<file path="config.mk">
export PLATFORM = sky130hd
export DESIGN_NAME = interval_overlap_grouper_unit
export DESIGN_NICKNAME = d
export VERILOG_FILES = /design/src/design/iog_pkg.sv /design/src/design/iog_ctrl.sv /design/src/design/iog_dpath.sv /design/src/design/interval_overlap_grouper_unit.sv
export SDC_FILE = /design/constraint.sdc
export NUM_CORES = 2
export LEC_CHECK = 0
export BUFFER_PORTS_ARGS = -buffer_cell sky130_fd_sc_hd__buf_2
export CAP_MARGIN = 15
export CELL_PAD_IN_SITES_DETAIL_PLACEMENT = 1
export CELL_PAD_IN_SITES_GLOBAL_PLACEMENT = 2
export CORE_MARGIN = 2
export CORE_UTILIZATION = 30
export CTS_BUF_LIST = sky130_fd_sc_hd__clkbuf_4
export DETAILED_ROUTE_END_ITERATION = 8
export GPL_ROUTABILITY_DRIVEN = 0
export PLACE_DENSITY_LB_ADDON = 0.1
export REMOVE_ABC_BUFFERS = 1
export SLEW_MARGIN = 20
export SYNTH_ARGS = -nofsm -noshare
export SYNTH_HDL_FRONTEND = slang
export SYNTH_SLANG_ARGS = --single-unit
</file>
<file path="constraint.sdc">
create_clock -name clk -period 10.2 [get_ports clk]
set_clock_uncertainty 0.2 [all_clocks]
set_input_delay 0.51 -clock clk [delete_from_list [all_inputs] [get_ports clk]]
set_output_delay 0.51 -clock clk [all_outputs]
set_load 0.02 [all_outputs]
</file>
<file path="src/design/iog_pkg.sv">
// Shared types and constants for the interval overlap grouper.
`timescale 1ns / 1ps
`default_nettype none

package iog_pkg;

  // Result field widths, fixed by the transaction format
  localparam int BIDX_W = 6;
  localparam int BCNT_W = 7;

  // Controller to datapath commands
  typedef struct packed {
    logic load;    // capture the input transaction, rewind the scan
    logic step;    // advance the read/compare pipeline by one entry
    logic finish;  // commit table update and load the result register
  } iog_cmd_t;

  // Datapath to controller status
  typedef struct packed {
    logic hit;       // entry under compare overlaps the interval
    logic drained;   // every used entry compared, nothing found
    logic out_free;  // result register can take a new result this cycle
  } iog_stat_t;

endpackage

`default_nettype wire

</file>
<file path="src/design/iog_ctrl.sv">
// Sequencing state machine for the interval overlap grouper.
`timescale 1ns / 1ps
`default_nettype none

module iog_ctrl import iog_pkg::*; (
  input  wire logic      clk,
  input  wire logic      rst_n,
  input  wire logic      in_valid,
  output logic           in_ready,
  input  wire iog_stat_t stat,
  output iog_cmd_t       cmd
);

  localparam logic ST_IDLE = 1'b0;
  localparam logic ST_SCAN = 1'b1;

  logic state_r;
  logic state_nxt;

  always_comb begin
    state_nxt = state_r;
    cmd       = '0;
    in_ready  = 1'b0;
    case (state_r)
      ST_IDLE: begin
        in_ready = 1'b1;
        if (in_valid) begin
          cmd.load  = 1'b1;
          state_nxt = ST_SCAN;
        end
      end
      ST_SCAN: begin
        if (stat.hit || stat.drained) begin
          // hold the decision until the result register is free
          if (stat.out_free) begin
            cmd.finish = 1'b1;
            state_nxt  = ST_IDLE;
          end
        end else begin
          cmd.step = 1'b1;
        end
      end
      default: begin
        state_nxt = ST_IDLE;
      end
    endcase
  end

  always_ff @(posedge clk) begin
    if (!rst_n) begin
      state_r <= ST_IDLE;
    end else begin
      state_r <= state_nxt;
    end
  end

endmodule

`default_nettype wire

</file>
<file path="src/design/iog_dpath.sv">
// Block table memory, scan pipeline, union logic and result register.
`timescale 1ns / 1ps
`default_nettype none

module iog_dpath import iog_pkg::*; #(
  parameter int MAX_BLOCKS = 64,
  parameter int POS_BITS   = 32
) (
  input  wire logic                clk,
  input  wire logic                rst_n,
  input  wire iog_cmd_t            cmd,
  output iog_stat_t                stat,
  input  wire logic                in_start_set,
  input  wire logic [POS_BITS-1:0] in_first_pos,
  input  wire logic [POS_BITS-1:0] in_last_pos,
  input  wire logic                out_ready,
  output logic                     out_valid,
  output logic [BIDX_W-1:0]        out_block_index,
  output logic                     out_opened_new,
  output logic                     out_table_full,
  output logic [BCNT_W-1:0]        out_block_count
);

  localparam int IDX_W = $clog2(MAX_BLOCKS);
  localparam int CNT_W = $clog2(MAX_BLOCKS + 1);
  localparam logic [CNT_W-1:0] MAX_CNT = CNT_W'(MAX_BLOCKS);

  // Table: {low, high} per entry
  logic [2*POS_BITS-1:0] mem [MAX_BLOCKS];

  logic [POS_BITS-1:0] lo_r, hi_r;
  logic [POS_BITS-1:0] rd_lo_r, rd_hi_r;
  logic [IDX_W-1:0]    cmp_ptr_r;
  logic [CNT_W-1:0]    used_r, used_nxt;
  logic [CNT_W-1:0]    rd_ptr_r, rd_ptr_nxt;
  logic                cmp_vld_r, cmp_vld_nxt;
  logic                out_valid_r, out_valid_nxt;
  logic [BIDX_W-1:0]   out_idx_r;
  logic                out_new_r, out_full_r;
  logic [BCNT_W-1:0]   out_cnt_r;

  logic                rd_more, hit, room, swap;
  logic [POS_BITS-1:0] un_lo, un_hi, wr_lo, wr_hi;
  logic [IDX_W-1:0]    wr_addr, res_idx;
  logic [CNT_W-1:0]    cnt_after;
  logic [IDX_W+BIDX_W-1:0] idx_ext;
  logic [CNT_W+BCNT_W-1:0] cnt_ext;

  assign rd_more = rd_ptr_r < used_r;
  assign hit     = cmp_vld_r && (lo_r <= rd_hi_r) && (hi_r >= rd_lo_r);
  assign room    = used_r < MAX_CNT;
  assign swap    = in_last_pos < in_first_pos;

  assign stat.hit      = hit;
  assign stat.drained  = !rd_more && !cmp_vld_r;
  assign stat.out_free = !out_valid_r || out_ready;

  assign un_lo = (lo_r < rd_lo_r) ? lo_r : rd_lo_r;
  assign un_hi = (hi_r > rd_hi_r) ? hi_r : rd_hi_r;

  assign wr_addr = hit ? cmp_ptr_r : used_r[IDX_W-1:0];
  assign wr_lo   = hit ? un_lo : lo_r;
  assign wr_hi   = hit ? un_hi : hi_r;

  // dropped interval reports index zero
  assign res_idx   = hit ? cmp_ptr_r : (room ? used_r[IDX_W-1:0] : '0);
  assign cnt_after = (!hit && room) ? used_r + CNT_W'(1) : used_r;

  assign idx_ext = {{BIDX_W{1'b0}}, res_idx};
  assign cnt_ext = {{BCNT_W{1'b0}}, cnt_after};

  always_comb begin
    used_nxt      = used_r;
    rd_ptr_nxt    = rd_ptr_r;
    cmp_vld_nxt   = cmp_vld_r;
    out_valid_nxt = out_valid_r && !out_ready;
    if (cmd.load) begin
      used_nxt    = in_start_set ? '0 : used_r;
      rd_ptr_nxt  = '0;
      cmp_vld_nxt = 1'b0;
    end
    if (cmd.step) begin
      cmp_vld_nxt = rd_more;
      if (rd_more) begin
        rd_ptr_nxt = rd_ptr_r + CNT_W'(1);
      end
    end
    if (cmd.finish) begin
      used_nxt      = cnt_after;
      out_valid_nxt = 1'b1;
    end
  end

  always_ff @(posedge clk) begin
    if (!rst_n) begin
      used_r      <= '0;
      rd_ptr_r    <= '0;
      cmp_vld_r   <= 1'b0;
      out_valid_r <= 1'b0;
    end else begin
      used_r      <= used_nxt;
      rd_ptr_r    <= rd_ptr_nxt;
      cmp_vld_r   <= cmp_vld_nxt;
      out_valid_r <= out_valid_nxt;
    end
  end

  // Payload registers and table memory
  always_ff @(posedge clk) begin
    if (cmd.load) begin
      lo_r <= swap ? in_last_pos : in_first_pos;
      hi_r <= swap ? in_first_pos : in_last_pos;
    end
    if (cmd.step && rd_more) begin
      {rd_lo_r, rd_hi_r} <= mem[rd_ptr_r[IDX_W-1:0]];
      cmp_ptr_r          <= rd_ptr_r[IDX_W-1:0];
    end
    if (cmd.finish && (hit || room)) begin
      mem[wr_addr] <= {wr_lo, wr_hi};
    end
    if (cmd.finish) begin
      out_idx_r  <= idx_ext[BIDX_W-1:0];
      out_new_r  <= !hit && room;
      out_full_r <= !hit && !room;
      out_cnt_r  <= cnt_ext[BCNT_W-1:0];
    end
  end

  assign out_valid       = out_valid_r;
  assign out_block_index = out_idx_r;
  assign out_opened_new  = out_new_r;
  assign out_table_full  = out_full_r;
  assign out_block_count = out_cnt_r;

endmodule

`default_nettype wire

</file>
<file path="src/design/interval_overlap_grouper_unit.sv">
// Top level of the interval overlap grouper: controller plus table datapath.
// Scan: the single table read port feeds one compare per cycle, entries in order; a
//   transaction finishes at its first overlapping block, after all n blocks on a miss, and
//   without any compare on an empty table. One transaction is handled at a time, the next
//   is taken only in idle; a waiting result stalls only the finish step.
// Reset (rst_n, synchronous, active low) empties the table and clears all handshakes.
`timescale 1ns / 1ps
`default_nettype none

module interval_overlap_grouper_unit import iog_pkg::*; #(
  parameter int MAX_BLOCKS = 64,
  parameter int POS_BITS   = 32
) (
  input  wire logic                clk,
  input  wire logic                rst_n,
  // input channel
  input  wire logic                in_valid,
  output logic                     in_ready,
  input  wire logic                in_start_set,
  input  wire logic [POS_BITS-1:0] in_first_pos,
  input  wire logic [POS_BITS-1:0] in_last_pos,
  // result channel
  output logic                     out_valid,
  input  wire logic                out_ready,
  output logic [BIDX_W-1:0]        out_block_index,
  output logic                     out_opened_new,
  output logic                     out_table_full,
  output logic [BCNT_W-1:0]        out_block_count
);

  iog_cmd_t  cmd;
  iog_stat_t stat;

  // Controller: accepts a transaction in idle, steps the scan, then commits the
  // result once the output register has room.
  iog_ctrl u_ctrl (
    .clk      (clk),
    .rst_n    (rst_n),
    .in_valid (in_valid),
    .in_ready (in_ready),
    .stat     (stat),
    .cmd      (cmd)
  );

  // Datapath: block table in a one-read-port memory, read one entry per cycle
  // and compared in the cycle after (fully inclusive overlap test); the first hit
  // is widened to the union, a miss opens the next free slot or drops if full.
  iog_dpath #(
    .MAX_BLOCKS (MAX_BLOCKS),
    .POS_BITS   (POS_BITS)
  ) u_dpath (
    .clk             (clk),
    .rst_n           (rst_n),
    .cmd             (cmd),
    .stat            (stat),
    .in_start_set    (in_start_set),
    .in_first_pos    (in_first_pos),
    .in_last_pos     (in_last_pos),
    .out_ready       (out_ready),
    .out_valid       (out_valid),
    .out_block_index (out_block_index),
    .out_opened_new  (out_opened_new),
    .out_table_full  (out_table_full),
    .out_block_count (out_block_count)
  );

endmodule

`default_nettype wire

</file>
* Word-level counts from Yosys, hierarchy flattened
Memory sizes are Yosys's and may differ from the RTL's. A register that Yosys moved wholly into a read port is not among the register bits. Index checks and enable logic that the tools add are counted.
Cells by class: bitwise gates (word level) 1, $lt $le $gt $ge 7, muxes and demuxes 31, reductions and logical operators 21, add/sub/neg operators 2
Operators with widths (count):
- 32-bit 2-to-1 mux | 6
- 32-bit < comparator | 2
- 7-bit 2-to-1 mux | 7
- 32-bit >= comparator | 1
- 32-bit greater-than comparator | 1
- 32-bit less-or-equal comparator | 1
- 6-bit 2-to-1 mux | 3
- 7-bit by 1-bit adder with 7-bit output (second input constant) | 2
- 1-bit 2-to-1 mux | 13
- 1-bit logical AND | 8
- 7-bit < comparator | 1
- 7-bit < comparator (second input constant) | 1
- 1-bit zero test | 6
- 2-bit nonzero test | 3
- 1-bit logical OR | 3
- 2-bit 2-to-1 mux | 1
- 1-bit one-hot mux with 2 select lines | 1
- 2-bit AND reduction | 1
- 1-bit NOT | 1
Storage, ports and cells: memories 1, bits in writable memories 4096, register bits 102
Memory list:
- u_dpath.mem | depth 64, width 64, read ports 1, clocked after memory_dff 1, write ports 1, RTL line iog_dpath.sv:29 | logic [2*POS_BITS-1:0] mem [MAX_BLOCKS];

* Logic depth before layout (Yosys ltp)
depth in word-level cells 9, depth in mapped cells 12

* Hierarchy
A second synthesis with hierarchy kept.
Second synthesis, totals: cells, all modules 6886, area, all modules 166581.0 sq um
By module, submodules not included:
- iog_dpath | cells each 6879, area an instance 166527.2 sq um, times used 1
- iog_ctrl | cells each 7, area an instance 53.8 sq um, times used 1

* Least setup slack after synthesis
OpenSTA, ideal clock, no wires.
path kind register to register, start register u_dpath.hi_r[17], end register u_dpath.cmp_ptr_r[0] (enable), path buffers 2, required time 9.413 ns, setup slack 2.479 ns, cell stages (with the launch flop) 10, library setup time 0.587 ns, arrival 6.934 ns, path through edfxtp_1 ha_1 a21oi_1 o21ai_0 a22oi_1 nor4b_2 a211oi_1 buf_2 buf_2 nor3_1
Between the ends: cells in the longest elaborated chain, start to end 6
Ends and longest elaborated chain:
- start: declaration | RTL line iog_dpath.sv:31 | logic [POS_BITS-1:0] lo_r, hi_r;
- start signal: assignment | RTL line iog_dpath.sv:112 | hi_r <= swap ? in_first_pos : in_last_pos;
- 32-bit >= comparator | RTL line iog_dpath.sv:50 | assign hit = cmp_vld_r && (lo_r <= rd_hi_r) && (hi_r >= rd_lo_r);
- 1-bit logical AND | RTL line iog_dpath.sv:50
- 1-bit logical OR | RTL line iog_ctrl.sv:33 | if (stat.hit || stat.drained) begin
- 1-bit 2-to-1 mux | RTL line iog_ctrl.sv:33
- 2-bit 2-to-1 mux | RTL line iog_ctrl.sv:24 | case (state_r)
- 1-bit logical AND | RTL line iog_dpath.sv:114 | if (cmd.step && rd_more) begin
- end signal: assignment | RTL line iog_dpath.sv:116 | cmp_ptr_r <= rd_ptr_r[IDX_W-1:0];
- end: declaration | RTL line iog_dpath.sv:33 | logic [IDX_W-1:0] cmp_ptr_r;
Every way passes these cells. A chain may end at the register's enable or synchronous reset.

* Worst setup path after layout
start register u_dpath.hi_r[31], end memory u_dpath.mem[57][31] in the netlist's numbering (enable)
Between the ends: cells in the longest elaborated chain, start to end 8, elaborated cells on any way between the ends 10
Ends and longest elaborated chain:
- 32-bit >= comparator (*) | RTL line iog_dpath.sv:50
- 1-bit logical AND (*) | RTL line iog_dpath.sv:50
- 1-bit logical OR | RTL line iog_ctrl.sv:33
- 1-bit 2-to-1 mux | RTL line iog_ctrl.sv:33
- 2-bit 2-to-1 mux | RTL line iog_ctrl.sv:24
- 1-bit logical AND | RTL line iog_dpath.sv:118 | if (cmd.finish && (hit || room)) begin
- 1-bit 2-to-1 mux | RTL line iog_dpath.sv:118
- 1-bit 2-to-1 mux (not written as such) | RTL line iog_dpath.sv:119 | mem[wr_addr] <= {wr_lo, wr_hi};
- end: declaration | RTL line iog_dpath.sv:29
Mark *: on every way between the ends. The rest lies on a longest branch, timed or not.

==> results.md <==
- Status: finished clean
- Period utilisation layout: 0.6577
- Worst Path Arrival: slightly below 8 ns
- Io pins: 86
- Post-CTS sizing: 0
- Port Buffer Count: 85
- Final min period: 6.709 ns
- CTS tree: yes
- Area contributors post-synth: edfxtp_1 (77%), mux4_2 (18%), ha_1 (1.2%), mux2_2 (0.68%), clkbuf_1 (0.47%)
- Synth warn: 0
- Pwr dens: between 150 and 200 nW/um2
- Worst-path fanout max: 32
- First-pass GRT wire length: roughly 790000 um
- Commonest non-fill, non-tap cell in the layout: edfxtp_1
- Most frequent cells in the layout: edfxtp_1 (4245), clkbuf_4 (1848), mux4_2 (1344)
- Fmax: 149.1 MHz
- Crit path largest cell delay: roughly 1.1 ns
- Worst-Skew Late Latency: 1.79 ns
- H-Tree Depth: 7
- Synthesized cell area: 166300 um2
- Worst vdd ir: 113.6 uV
- Grt ovf: 0
- CP startpoint kind: flop
- Setup TNS: 0 ns
- Routed WL: 583800 um
- GRT Resource Usage Total: 0.2086
- Clk sink count: between 4000 and 5000
- Core footprint: between 500000 and 600000 um2
- Seq cells post-synth: 4262
- Cell at the slowest stage of the critical path: a21oi_4
- Post-synth EDFFs: 4245
- Area Overhead vs Synth: 16.91%
- Die Span Y: 748.6 um
- Most used DFF post-synth: edfxtp_1
- Pins Over Slew Limit: 0
- Mapped Cells: 6834
- CTS root buffer: clkbuf_4
- Worst setup EP type: flop
- Number of global-route vias before repair: 91311
- Synth top area share: 0.7665
- Initial antenna violation count: 69
- Num CTS Buffers: 1274
- Final ANT Viol Nets: 0
- Die area: 560300 um2
- Largest net degree at the start of global routing: roughly 140
- Detailed placer's ending HPWL: around 330000 um
- Share of cells above drive strength 1: 0.4171
- Std-Cell Rows: roughly 270
- Unrepaired setup endpoints after global routing: no
- Seq/Total Area, Yosys: 0.7685
- Design area: 194400 um2
- Final Hold Fails: 0
- Slew @ Worst Pin: ~1.3 ns
- DRT Pass-1 Iters: 5
- CTS clk-pin slew, worst paths: 0.06 ns
- CP cell instances: ha_1 -> nand4_1 -> nor4_2 -> o211ai_1 -> a31o_2 -> a2111oi_2 -> nand3b_1 -> a21oi_4 -> buf_4
- Crit path kind: flop to flop
- Initial core utilization: 0.3011
- Setup Viol. Count Final: 0
- Nets: 8562
- CP Data Required Time: ~11 ns
- Clk buf depth: 5
- Async set-reset flop share out of synthesis: 0
- Syn Area/Cell: between 20 and 25 um2
- Placed Area: 177500 um2
- Setup crit start: u_dpath.hi_r[31]
- Routed vias: 84514
- Number of max-cap violations: 0
- Critical hold path startpoint: in_first_pos[27]
- Detail-routed via count per cell: 5.133
- Average wire per standard cell: 35.46 um
- Initial DRC Count: about 8000
- DRC Markers: 0
- Die W: between 700 and 800 um
- Hold Path Class: primary input to flop
- Lkg Pwr: 60.01 nW
- Worst slew margin: 0.1424
- Post-synthesis cell type count: 67
- Worst R2R Start: u_dpath.hi_r[31]
- Top cell type by total area after synthesis: edfxtp_1
-- registers in the layout, summed over array words and instances (netlist names), 7 cells and up --
| signal | count |
|---|---|
| u_dpath.rd_lo_r | 32 |
| u_dpath.rd_ptr_r | 7 |
| u_dpath.lo_r | 32 |
| u_dpath.out_block_count | 7 |
| u_dpath.hi_r | 32 |
| u_dpath.used_r | 7 |
| u_dpath.rd_hi_r | 32 |
| u_dpath.mem | 4096 |
-- area by class of cell --
type | instances | area [um2]
Antenna cell | 65 | 162.7
Clock buffer | 1848 | 13870
Clock inverter | 214 | 1036
Fill cell | 53640 | 357900
Inverter | 107 | 401.6
Multi-Input combinational cell | 2130 | 37420
Sequential cell | 4262 | 127800
Tap cell | 7287 | 9117
Timing Repair Buffer | 552 | 4591
-- synth_stat cells, types with 9 or more instances --
master	count
a21o_1	28
mux2_1	30
nor2_1	64
o31ai_1	9
nand2_1	50
buf_2	94
a21oi_1	84
o21ai_0	24
mux2_2	100
nand3_1	35
nand4_1	28
clkbuf_1	209
mux4_2	1344
inv_1	105
dfxtp_1	17
ha_1	166
buf_1	26
edfxtp_1	4245
nor3_1	25
-- critical path: cells and delay by family, from the launching register on --
| family | cells | cell delay (ns) |
|---|---|---|
| adder cells (fa/ha/maj) | 1 | 0.35 |
| AND/OR/NAND/NOR | 3 | 1.86 |
| flip-flops | 1 | 0.42 |
| AO/OA/AOI/OAI | 4 | 2.46 |
| buffers and inverters | 1 | 0.70 |
-- cell families after synthesis --
logic type / count (synthesis) / synth area share
AO/OA/AOI/OAI: 216 / 0.008561
AND/OR/NAND/NOR: 265 / 0.008215
buffers and inverters: 442 / 0.01091
multiplexers: 1479 / 0.1911
adder cells (fa/ha/maj): 166 / 0.01249
XOR/XNOR: 4 / 0.0002107
flip-flops: 4262 / 0.7685
-- metrics by stage --
| step | instances | util | hold WS, ns | total power (W) | setup slack [ns] |
|---|---|---|---|---|---|
| 2_1_floorplan | 6499 | - | 0.2684 | 0.02157 | -36.61 |
| 3_5_place_dp | 14153 | 0.3213 | 0.3908 | 0.02168 | 3.641 |
| 4_1_cts | 16399 | 0.3516 | 0.01147 | 0.03775 | 3.538 |
| 3_3_place_gp | 14152 | 0.3213 | 0.3961 | 0.02165 | 3.455 |
| 5_1_grt | 16431 | 0.3519 | 0.1347 | 0.03868 | 3.306 |
| 6_report | 16465 | 0.3520 | 0.2831 | 0.03711 | 3.491 |
-- where the power goes --
group,internal (W),switching (W),total (W)
clock network,0.00840,0.00736,0.0158
registers,0.0196,0.0000458,0.0196
logic,0.000541,0.00119,0.00173
total,0.0285,0.00860,0.0371
-- layer usage --
layer,track usage,share of wire,up-vias
met5,0,0.000015,-
met4,0.06109,0.021,2
met3,0.03910,0.053,887
met2,0.3337,0.48,2918
met1,0.2908,0.45,47205
li1,-,-,33502
-- path summary, 6_finish.rpt --
kind,end,slack [ns],depth (start not counted)
worst max register to register,u_dpath.mem[57][31],3.49,9
worst max-delay path,u_dpath.mem[57][31],3.49,9
worst min-delay path,u_dpath.lo_r[27],0.28,4
worst min register to register,u_dpath.used_r[1],0.39,1
-- repair_timing --
action,4_1_cts,5_1_grt
buffers inserted,0,0
hold buffers,184,0
endpoints found under the hold margin,169,0
No activity file was read; power rests on OpenSTA's default activity.
